File: src/rtl/core/mtsl_pkg.sv
// Shared types and constants of the two-list merge block.
package mtsl_pkg;

  localparam int unsigned MaxListDefault = 16;
  localparam int unsigned LenW           = 5;
  localparam int unsigned ValW           = 32;

  typedef logic [LenW-1:0]        len_t;
  typedef logic signed [ValW-1:0] val_t;

  localparam len_t LenReset = len_t'(16);

  // list_select codes
  localparam logic ListFirst  = 1'b0;
  localparam logic ListSecond = 1'b1;

  typedef struct packed {
    logic list_select;
    val_t value;
  } in_word_t;

  typedef struct packed {
    val_t merged_value;
    logic last;
  } out_word_t;

endpackage

File: src/rtl/core/mtsl_stream_if.sv
// Valid/ready channel interface carrying one word of type T.
interface mtsl_stream_if #(
  parameter type T = logic
) ();
  logic valid;
  logic ready;
  T     data;

  modport source (output valid, output data, input ready);
  modport sink   (input valid, input data, output ready);
endinterface

File: src/rtl/core/mtsl_store.sv
// One list store: synchronous RAM, one write port, one registered read port.
module mtsl_store #(
  parameter int unsigned DEPTH = 16,
  parameter int unsigned AW    = 4
) (
  input  logic                 clk_i,
  input  logic                 we_i,
  input  logic [AW-1:0]        waddr_i,
  input  mtsl_pkg::val_t       wdata_i,
  input  logic [AW-1:0]        raddr_i,
  output mtsl_pkg::val_t       rdata_o
);
  import mtsl_pkg::*;

  val_t mem [DEPTH];
  val_t rdata_q;

  always_ff @(posedge clk_i) begin
    if (we_i) begin
      mem[waddr_i] <= wdata_i;
    end
    rdata_q <= mem[raddr_i];
  end

  assign rdata_o = rdata_q;

endmodule

File: src/rtl/core/mtsl_ctrl.sv
// Load/merge sequencer: counts, read pointers, length register, output register.
module mtsl_ctrl #(
  parameter int unsigned MAX_LIST = mtsl_pkg::MaxListDefault,
  parameter int unsigned AW       = (MAX_LIST > 1) ? $clog2(MAX_LIST) : 1
) (
  input  logic                clk_i,
  input  logic                rst_ni,
  // config
  input  logic                cfg_valid_i,
  input  mtsl_pkg::len_t      cfg_data_i,
  output logic                cfg_ready_o,
  // input words
  input  logic                in_valid_i,
  input  mtsl_pkg::in_word_t  in_word_i,
  output logic                in_ready_o,
  // output words
  output logic                out_valid_o,
  output mtsl_pkg::out_word_t out_word_o,
  input  logic                out_ready_i,
  // store ports
  output logic                a_we_o,
  output logic                b_we_o,
  output logic [AW-1:0]       waddr_a_o,
  output logic [AW-1:0]       waddr_b_o,
  output mtsl_pkg::val_t      wdata_o,
  output logic [AW-1:0]       raddr_a_o,
  output logic [AW-1:0]       raddr_b_o,
  input  mtsl_pkg::val_t      rdata_a_i,
  input  mtsl_pkg::val_t      rdata_b_i
);
  import mtsl_pkg::*;

  localparam int unsigned CW   = $clog2(MAX_LIST + 1);
  localparam int unsigned CmpW = (CW > LenW) ? CW : LenW;

  typedef enum logic [2:0] {
    ST_LOAD  = 3'b001,
    ST_PRIME = 3'b010,
    ST_MERGE = 3'b100
  } state_e;

  state_e         state_q, state_d;
  len_t           len_q;
  logic [CW-1:0]  n;
  logic [CW-1:0]  cnt_a_q, cnt_a_d, cnt_b_q, cnt_b_d;
  logic [CW-1:0]  ptr_a_q, ptr_a_d, ptr_b_q, ptr_b_d;
  logic           out_valid_q;
  out_word_t      out_word_q;
  logic           in_acc, emit, take_a, is_last;
  logic [CmpW-1:0] len_ext;
  logic [CW:0]    pos_sum, twice_n;

  // effective length: 0 acts as 1, above MAX_LIST clamps
  assign len_ext = CmpW'(len_q);
  always_comb begin
    if (len_q == '0) begin
      n = CW'(1);
    end else if (len_ext > CmpW'(MAX_LIST)) begin
      n = CW'(MAX_LIST);
    end else begin
      n = CW'(len_ext);
    end
  end

  assign cfg_ready_o = 1'b1;
  always_ff @(posedge clk_i or negedge rst_ni) begin
    if (!rst_ni) begin
      len_q <= LenReset;
    end else if (cfg_valid_i) begin
      len_q <= cfg_data_i;
    end
  end

  assign in_ready_o = (state_q == ST_LOAD);
  assign in_acc     = in_valid_i && in_ready_o;

  // loading writes
  assign a_we_o    = in_acc && (in_word_i.list_select == ListFirst)  && (cnt_a_q < n);
  assign b_we_o    = in_acc && (in_word_i.list_select == ListSecond) && (cnt_b_q < n);
  assign waddr_a_o = cnt_a_q[AW-1:0];
  assign waddr_b_o = cnt_b_q[AW-1:0];
  assign wdata_o   = in_word_i.value;

  // merge step: second list wins ties
  assign take_a  = (ptr_a_q < n) && ((ptr_b_q >= n) || (rdata_a_i < rdata_b_i));
  assign emit    = (state_q == ST_MERGE) && (!out_valid_q || out_ready_i);
  assign pos_sum = (CW+1)'(ptr_a_q) + (CW+1)'(ptr_b_q) + (CW+1)'(1);
  assign twice_n = (CW+1)'(n) << 1;
  assign is_last = (pos_sum == twice_n);

  always_comb begin
    state_d = state_q;
    cnt_a_d = cnt_a_q + CW'(a_we_o);
    cnt_b_d = cnt_b_q + CW'(b_we_o);
    ptr_a_d = ptr_a_q;
    ptr_b_d = ptr_b_q;
    case (state_q)
      ST_LOAD: begin
        if (in_acc && (cnt_a_d >= n) && (cnt_b_d >= n)) begin
          state_d = ST_PRIME;
        end
      end
      ST_PRIME: begin
        state_d = ST_MERGE;
      end
      ST_MERGE: begin
        if (emit) begin
          if (take_a) begin
            ptr_a_d = ptr_a_q + CW'(1);
          end else begin
            ptr_b_d = ptr_b_q + CW'(1);
          end
          if (is_last) begin
            state_d = ST_LOAD;
            cnt_a_d = '0;
            cnt_b_d = '0;
            ptr_a_d = '0;
            ptr_b_d = '0;
          end
        end
      end
      default: begin
        state_d = ST_LOAD;
      end
    endcase
  end

  // reads follow the next pointer so the registered heads line up with the pointers
  assign raddr_a_o = ptr_a_d[AW-1:0];
  assign raddr_b_o = ptr_b_d[AW-1:0];

  always_ff @(posedge clk_i or negedge rst_ni) begin
    if (!rst_ni) begin
      state_q     <= ST_LOAD;
      cnt_a_q     <= '0;
      cnt_b_q     <= '0;
      ptr_a_q     <= '0;
      ptr_b_q     <= '0;
      out_valid_q <= 1'b0;
    end else begin
      state_q <= state_d;
      cnt_a_q <= cnt_a_d;
      cnt_b_q <= cnt_b_d;
      ptr_a_q <= ptr_a_d;
      ptr_b_q <= ptr_b_d;
      if (emit) begin
        out_valid_q <= 1'b1;
      end else if (out_ready_i) begin
        out_valid_q <= 1'b0;
      end
    end
  end

  always_ff @(posedge clk_i) begin
    if (emit) begin
      out_word_q.merged_value <= take_a ? rdata_a_i : rdata_b_i;
      out_word_q.last         <= is_last;
    end
  end

  assign out_valid_o = out_valid_q;
  assign out_word_o  = out_word_q;

  // stores are only written while loading
  a_wr_in_load: assert property (@(posedge clk_i) disable iff (!rst_ni)
    (a_we_o || b_we_o) |-> (state_q == ST_LOAD))
    else $error("store write outside load phase");

  // read pointers stay within the effective length during a merge
  ptr_in_range: assert property (@(posedge clk_i) disable iff (!rst_ni)
    (state_q == ST_MERGE) |-> ((ptr_a_q <= n) && (ptr_b_q <= n) && (pos_sum <= twice_n)))
    else $error("merge pointer beyond list length");

  // final word returns the block to loading with cleared counts
  last_ends_run: assert property (@(posedge clk_i) disable iff (!rst_ni)
    (emit && is_last) |=> ((state_q == ST_LOAD) && (cnt_a_q == '0) && (cnt_b_q == '0)))
    else $error("merge run did not end cleanly");

  // prime is always followed directly by merge
  prime_one_cycle: assert property (@(posedge clk_i) disable iff (!rst_ni)
    (state_q == ST_PRIME) |=> (state_q == ST_MERGE))
    else $error("prime state not followed by merge");

endmodule

File: src/rtl/core/merge_two_sorted_lists.sv
// Top level of the two-way merge of two sorted lists of signed 32-bit words.
//
//  channel  dir  payload                         accepted when
//  cfg_i    in   list_length (5 bits)            cfg_i.valid && cfg_i.ready
//  in_i     in   list_select, value (s32)        in_i.valid && in_i.ready
//  out_o    out  merged_value (s32), last        out_o.valid && out_o.ready
//
//  Loading takes one input word per cycle; each word is written into its
//  list's RAM at the list's fill count, or dropped if that list is full.
//  The word that fills both lists starts a run: a priming state reads the
//  two heads, then 2*n output words follow, one per cycle, paced by
//  out_o.ready; in_i.ready is low from the filling word until the last word.
//  Each output word of the run compares the two registered RAM heads and
//  advances one read pointer, so the RAM read latency sets the priming gap.
//  Reset (rst_ni, async, active low) clears counts, pointers, the output
//  valid and sets list_length to 16; RAM contents are left as they are.
//  cfg_i is always ready; the output register lets loading go on while
//  the final word of a run still waits.
module merge_two_sorted_lists #(
  parameter int unsigned MAX_LIST = mtsl_pkg::MaxListDefault
) (
  input  logic          clk_i,
  input  logic          rst_ni,
  mtsl_stream_if.sink   cfg_i,
  mtsl_stream_if.sink   in_i,
  mtsl_stream_if.source out_o
);
  import mtsl_pkg::*;

  localparam int unsigned AW = (MAX_LIST > 1) ? $clog2(MAX_LIST) : 1;

  logic          a_we, b_we;
  logic [AW-1:0] waddr_a, waddr_b, raddr_a, raddr_b;
  val_t          wdata, rdata_a, rdata_b;

  mtsl_ctrl #(
    .MAX_LIST (MAX_LIST),
    .AW       (AW)
  ) u_ctrl (
    .clk_i       (clk_i),
    .rst_ni      (rst_ni),
    .cfg_valid_i (cfg_i.valid),
    .cfg_data_i  (cfg_i.data),
    .cfg_ready_o (cfg_i.ready),
    .in_valid_i  (in_i.valid),
    .in_word_i   (in_i.data),
    .in_ready_o  (in_i.ready),
    .out_valid_o (out_o.valid),
    .out_word_o  (out_o.data),
    .out_ready_i (out_o.ready),
    .a_we_o      (a_we),
    .b_we_o      (b_we),
    .waddr_a_o   (waddr_a),
    .waddr_b_o   (waddr_b),
    .wdata_o     (wdata),
    .raddr_a_o   (raddr_a),
    .raddr_b_o   (raddr_b),
    .rdata_a_i   (rdata_a),
    .rdata_b_i   (rdata_b)
  );

  // first list RAM
  mtsl_store #(
    .DEPTH (MAX_LIST),
    .AW    (AW)
  ) u_store_a (
    .clk_i   (clk_i),
    .we_i    (a_we),
    .waddr_i (waddr_a),
    .wdata_i (wdata),
    .raddr_i (raddr_a),
    .rdata_o (rdata_a)
  );

  // second list RAM
  mtsl_store #(
    .DEPTH (MAX_LIST),
    .AW    (AW)
  ) u_store_b (
    .clk_i   (clk_i),
    .we_i    (b_we),
    .waddr_i (waddr_b),
    .wdata_i (wdata),
    .raddr_i (raddr_b),
    .rdata_o (rdata_b)
  );

endmodule

File: src/flat_wrapper.sv
// flat-port wrapper written by rule: the top's interface ports become plain ports
module merge_two_sorted_lists_flat import mtsl_pkg::*;
#(
  parameter int unsigned MAX_LIST = mtsl_pkg::MaxListDefault
)
  (clk_i, rst_ni, cfg_i_valid, cfg_i_data, cfg_i_ready, in_i_valid, in_i_data, in_i_ready, out_o_valid, out_o_data, out_o_ready);
  mtsl_stream_if #(.T(len_t)) cfg_i_i ();
  mtsl_stream_if #(.T(in_word_t)) in_i_i ();
  mtsl_stream_if #(.T(out_word_t)) out_o_i ();
  input  logic clk_i;
  input  logic rst_ni;
  input wire logic [$bits(cfg_i_i.valid)-1:0] cfg_i_valid;
  input wire logic [$bits(cfg_i_i.data)-1:0] cfg_i_data;
  output wire logic [$bits(cfg_i_i.ready)-1:0] cfg_i_ready;
  input wire logic [$bits(in_i_i.valid)-1:0] in_i_valid;
  input wire logic [$bits(in_i_i.data)-1:0] in_i_data;
  output wire logic [$bits(in_i_i.ready)-1:0] in_i_ready;
  output wire logic [$bits(out_o_i.valid)-1:0] out_o_valid;
  output wire logic [$bits(out_o_i.data)-1:0] out_o_data;
  input wire logic [$bits(out_o_i.ready)-1:0] out_o_ready;
  assign cfg_i_i.valid = cfg_i_valid;
  assign cfg_i_i.data = cfg_i_data;
  assign cfg_i_ready = cfg_i_i.ready;
  assign in_i_i.valid = in_i_valid;
  assign in_i_i.data = in_i_data;
  assign in_i_ready = in_i_i.ready;
  assign out_o_valid = out_o_i.valid;
  assign out_o_data = out_o_i.data;
  assign out_o_i.ready = out_o_ready;
  merge_two_sorted_lists #(.MAX_LIST(MAX_LIST)) u_core (.clk_i(clk_i), .rst_ni(rst_ni), .cfg_i(cfg_i_i), .in_i(in_i_i), .out_o(out_o_i));
endmodule
File: config.mk
export PLATFORM = sky130hd
export DESIGN_NAME = merge_two_sorted_lists_flat
export DESIGN_NICKNAME = d
export VERILOG_FILES = /design/src/rtl/core/mtsl_pkg.sv /design/src/rtl/core/mtsl_stream_if.sv /design/src/rtl/core/mtsl_store.sv /design/src/rtl/core/mtsl_ctrl.sv /design/src/rtl/core/merge_two_sorted_lists.sv /design/src/flat_wrapper.sv
export SDC_FILE = /design/constraint.sdc
export NUM_CORES = 2
export LEC_CHECK = 0
export BUFFER_PORTS_ARGS = -buffer_cell sky130_fd_sc_hd__buf_2
export CAP_MARGIN = 20
export CORE_MARGIN = 2
export CORE_UTILIZATION = 30
export DETAILED_ROUTE_END_ITERATION = 7
export HOLD_SLACK_MARGIN = 0.15
export REMOVE_ABC_BUFFERS = 1
export SETUP_SLACK_MARGIN = 0.02
export SYNTH_ARGS = -nofsm -noshare
export SYNTH_HDL_FRONTEND = slang
export SYNTH_SLANG_ARGS = --single-unit
File: constraint.sdc
create_clock -name clk_i -period 6.94 [get_ports clk_i]
set_input_delay 1.041 -clock clk_i [delete_from_list [all_inputs] [get_ports clk_i]]
set_output_delay 1.041 -clock clk_i [all_outputs]
set_load 0.005 [all_outputs]
==> reports/qor.csv <==
metric,value,unit
clk_lat worst skew,0.73,ns
Reg-to-Reg Start,u_core.u_ctrl.len_ext[4],
residual DRC count,0,
post-DR wirelength/cell,23.8,um
CP Cell Sequence,inv_1 -> o21ai_1 -> inv_1 -> ha_1 -> nand2b_1 -> a211oi_1 -> o31a_1 -> a31oi_1 -> nand2_4 -> or4_1 -> nand3_1 -> nor2b_4 -> buf_4 -> a22oi_1 -> o211ai_1,
worst reg-to-reg path cell count,15,
antenna-violating nets left,0,
1st-iter DRT viols,4353,
"Req. time, crit path",7.51,ns
number of synthesized flops with an enable pin,1057,
fmax,0.178,GHz
I/O Buffers,77,
Design Power,16.4,mW
Post-CTS Setup Inserts,0,
CTS sink count,1150,
Core ar.,160000,um2
post-synthesis cell count,3778,
die height,406,um
worst-path fanout max,21,
setup_tns,0,ns
register bit count reported by yosys,1150,
Reg2Reg Setup Slack,1.32,ns
Overall Global Routing Usage,16.9,%
Synth async-reset ratio,2.52,%
mean post-synth cell area,12.8,um2
area of the die,165000,um2
drt pass-1 iters,6,
sequential share of the synthesized area,69.7,%
register area,33800,um2
clk_skew,0.0271,ns
Avg Vias per Cell,5.42,
cts bufs inserted,114,
clk slew on worst S/H paths,0.07,ns
Synth Warn #,0,
Worst Setup End Kind,flop,
vias in the first global route,30800,
fin crit period,5.62,ns
initial antenna violation count,8,
"Slew Viols, Final",0,
Vias,32600,
Die W,406,um
ys flop type,edfxtp_1,
hold slack,0.374,ns
fraction of layout cells with a size suffix above 1,10.9,%
Initial Util,30.2,%
post-CTS sizing,0,
Worst Path Buf+Inv,3,
I/O pin count,79,
nets,3873,
crit path kind,flop to flop,
status,"complete, no violations",
Slowest cell on crit path,dfstp_2,
Worst-Margin Slew,1.12,ns
Max-Cap Viols,0,
RSZ-0062 raised after global routing,no,
Pleak,18.2,nW
Power per Cell Area,296,nW/um2
final hold viol count,0,
H-tree level count,3,
Clock Path Buffers,3,
grt total ovfl,0,
clock root buffer,clkbuf_16,
area of the multi-input gates,13600,um2
Critical Path AT,6.19,ns
dpl hpwl,77.6,mm
Final period util,81.0,%
CP startpoint kind,flop,
WL final,143,mm
largest net degree at the start of global routing,170,
first-pass GRT wire length,209,mm
hold crit path type,input pin to async pin,
hold-fix buffers at CTS,0,
reg2reg end,u_core.u_store_a.rdata_o[23],
crit-path max cell delay,0.62,ns
Slew HR,25.0,%
"Distinct cells, synth",70,
Crit path top cell by count,inv_1,
synthesis-to-finish area growth,14.2,%
cell family with most CP delay,compound AO/OA/AOI/OAI gates,
Row Count,147,
TritonCTS clock tree,done,
synthesized area,48400,um2
Fillers,15500,
Max rail drop VDD,0.000207,V
GPL Wtd Cong,0.835,
# setup viols final,0,
[synth_stat cells, types with 35 or more instances]
cell,count,area share (%)
dfxtp_1,64,2.6
nand3_1,44,0.45
a32oi_1,64,1.2
ha_1,69,1.8
clkbuf_1,222,1.7
inv_1,46,0.36
o221ai_1,65,1.2
a221oi_1,65,1.2
edfxtp_1,1057,66
o21ai_0,205,2.1
o21a_1,99,1.5
buf_2,56,0.58
nor2_1,204,1.6
a211oi_1,35,0.54
nand2_1,701,5.4
a32o_1,64,1.3
o211ai_1,35,0.54
a21oi_1,281,2.9
[routing by layer]
| metal | share of wire [%] | vias to the layer above | track usage, % |
|---|---|---|---|
| met5 | 0.017 | - | 0 |
| met1 | 44 | 16500 | 24.7 |
| met2 | 44 | 1569 | 25.6 |
| li1 | - | 14400 | - |
| met4 | 2.5 | 4 | 4.75 |
| met3 | 9.1 | 213 | 3.23 |
[final cells by class]
cell class                      count  area share, %
Multi-Input combinational cell   2286           24.7
Inverter                           50          0.366
Tap cell                         2160           4.89
Antenna cell                        1        0.00452
Timing Repair Buffer              158           2.21
Clock buffer                      161           5.80
Sequential cell                  1150           61.0
Clock inverter                     55           1.03
[cell usage in the layout (no fill, tap or decap), types with 65 or more instances in the layout]
master	count
nand2_1	699
edfxtp_1	1057
nor2_1	178
o21ai_0	205
o221ai_1	65
ha_1	69
buf_2	78
o21a_1	99
a221oi_1	65
clkbuf_16	114
a21oi_1	280
[state kept, by name (all words and copies together) (netlist names)]
| signal | flops |
|---|---|
| u_core.u_ctrl.out_valid_o | 1 |
| u_core.u_store_a.rdata_o | 32 |
| u_core.u_ctrl.out_word_o | 33 |
| u_core.u_store_a.mem | 512 |
| u_core.u_ctrl.cnt_a_q | 5 |
| u_core.u_ctrl.state_q | 3 |
| u_core.u_store_b.mem | 512 |
| u_core.u_ctrl.ptr_a_q | 5 |
| u_core.u_ctrl.cnt_b_q | 5 |
| u_core.u_ctrl.ptr_b_q | 5 |
| u_core.u_ctrl.len_ext | 5 |
| u_core.u_store_b.rdata_o | 32 |
[metrics by stage]
stage,cell area (um2),utilization [%],std cells,setup slack (ns)
6_report,55300,34.5,6021,1.32
3_3_place_gp,51500,32.1,5800,1.34
2_1_floorplan,47200,-,3486,-18.06
5_1_grt,55300,34.5,6020,0.973
3_5_place_dp,51500,32.1,5802,1.36
4_1_cts,55300,34.5,6018,1.26
[worst max-delay path by stage]
stage,slack (ns),startpoint,cells past startpoint,end
detailed placement,1.36,u_core.u_ctrl.len_ext[4],15,u_core.u_store_a.rdata_o[23]
floorplan,-18.06,u_core.u_ctrl.ptr_a_q[0],14,u_core.u_store_b.rdata_o[0]
CTS,1.26,u_core.u_ctrl.len_ext[4],15,u_core.u_store_a.rdata_o[23]
finish,1.32,u_core.u_ctrl.len_ext[4],15,u_core.u_store_a.rdata_o[23]
global placement,1.34,u_core.u_ctrl.len_ext[4],15,u_core.u_store_a.rdata_o[23]
global route,0.97,u_core.u_ctrl.len_ext[4],15,u_core.u_store_a.rdata_o[23]
[where the power goes]
part	total, mW	switching [mW]	leakage (nW)	internal, mW
Combinational	1.87	1.32	5.96	0.551
Sequential	8.22	0.249	10.4	7.97
Clock	6.26	2.67	1.86	3.59
Total	16.4	4.24	18.2	12.1
[logic make-up (layout without fill, tap and decap cells)]
group | count (synthesis) | after routing | synth area share, %
multiplexers | 7 | 7 | 0.158
flip-flops | 1150 | 1150 | 69.7
AND/OR/NAND/NOR | 1057 | 1057 | 8.92
other | 1 | 2 | 0.00774
adder cells (fa/ha/maj) | 70 | 70 | 1.82
buffers and inverters | 342 | 424 | 2.83
XOR/XNOR | 12 | 12 | 0.217
AO/OA/AOI/OAI | 1139 | 1139 | 16.4
No activity file was read; power rests on OpenSTA's default activity.
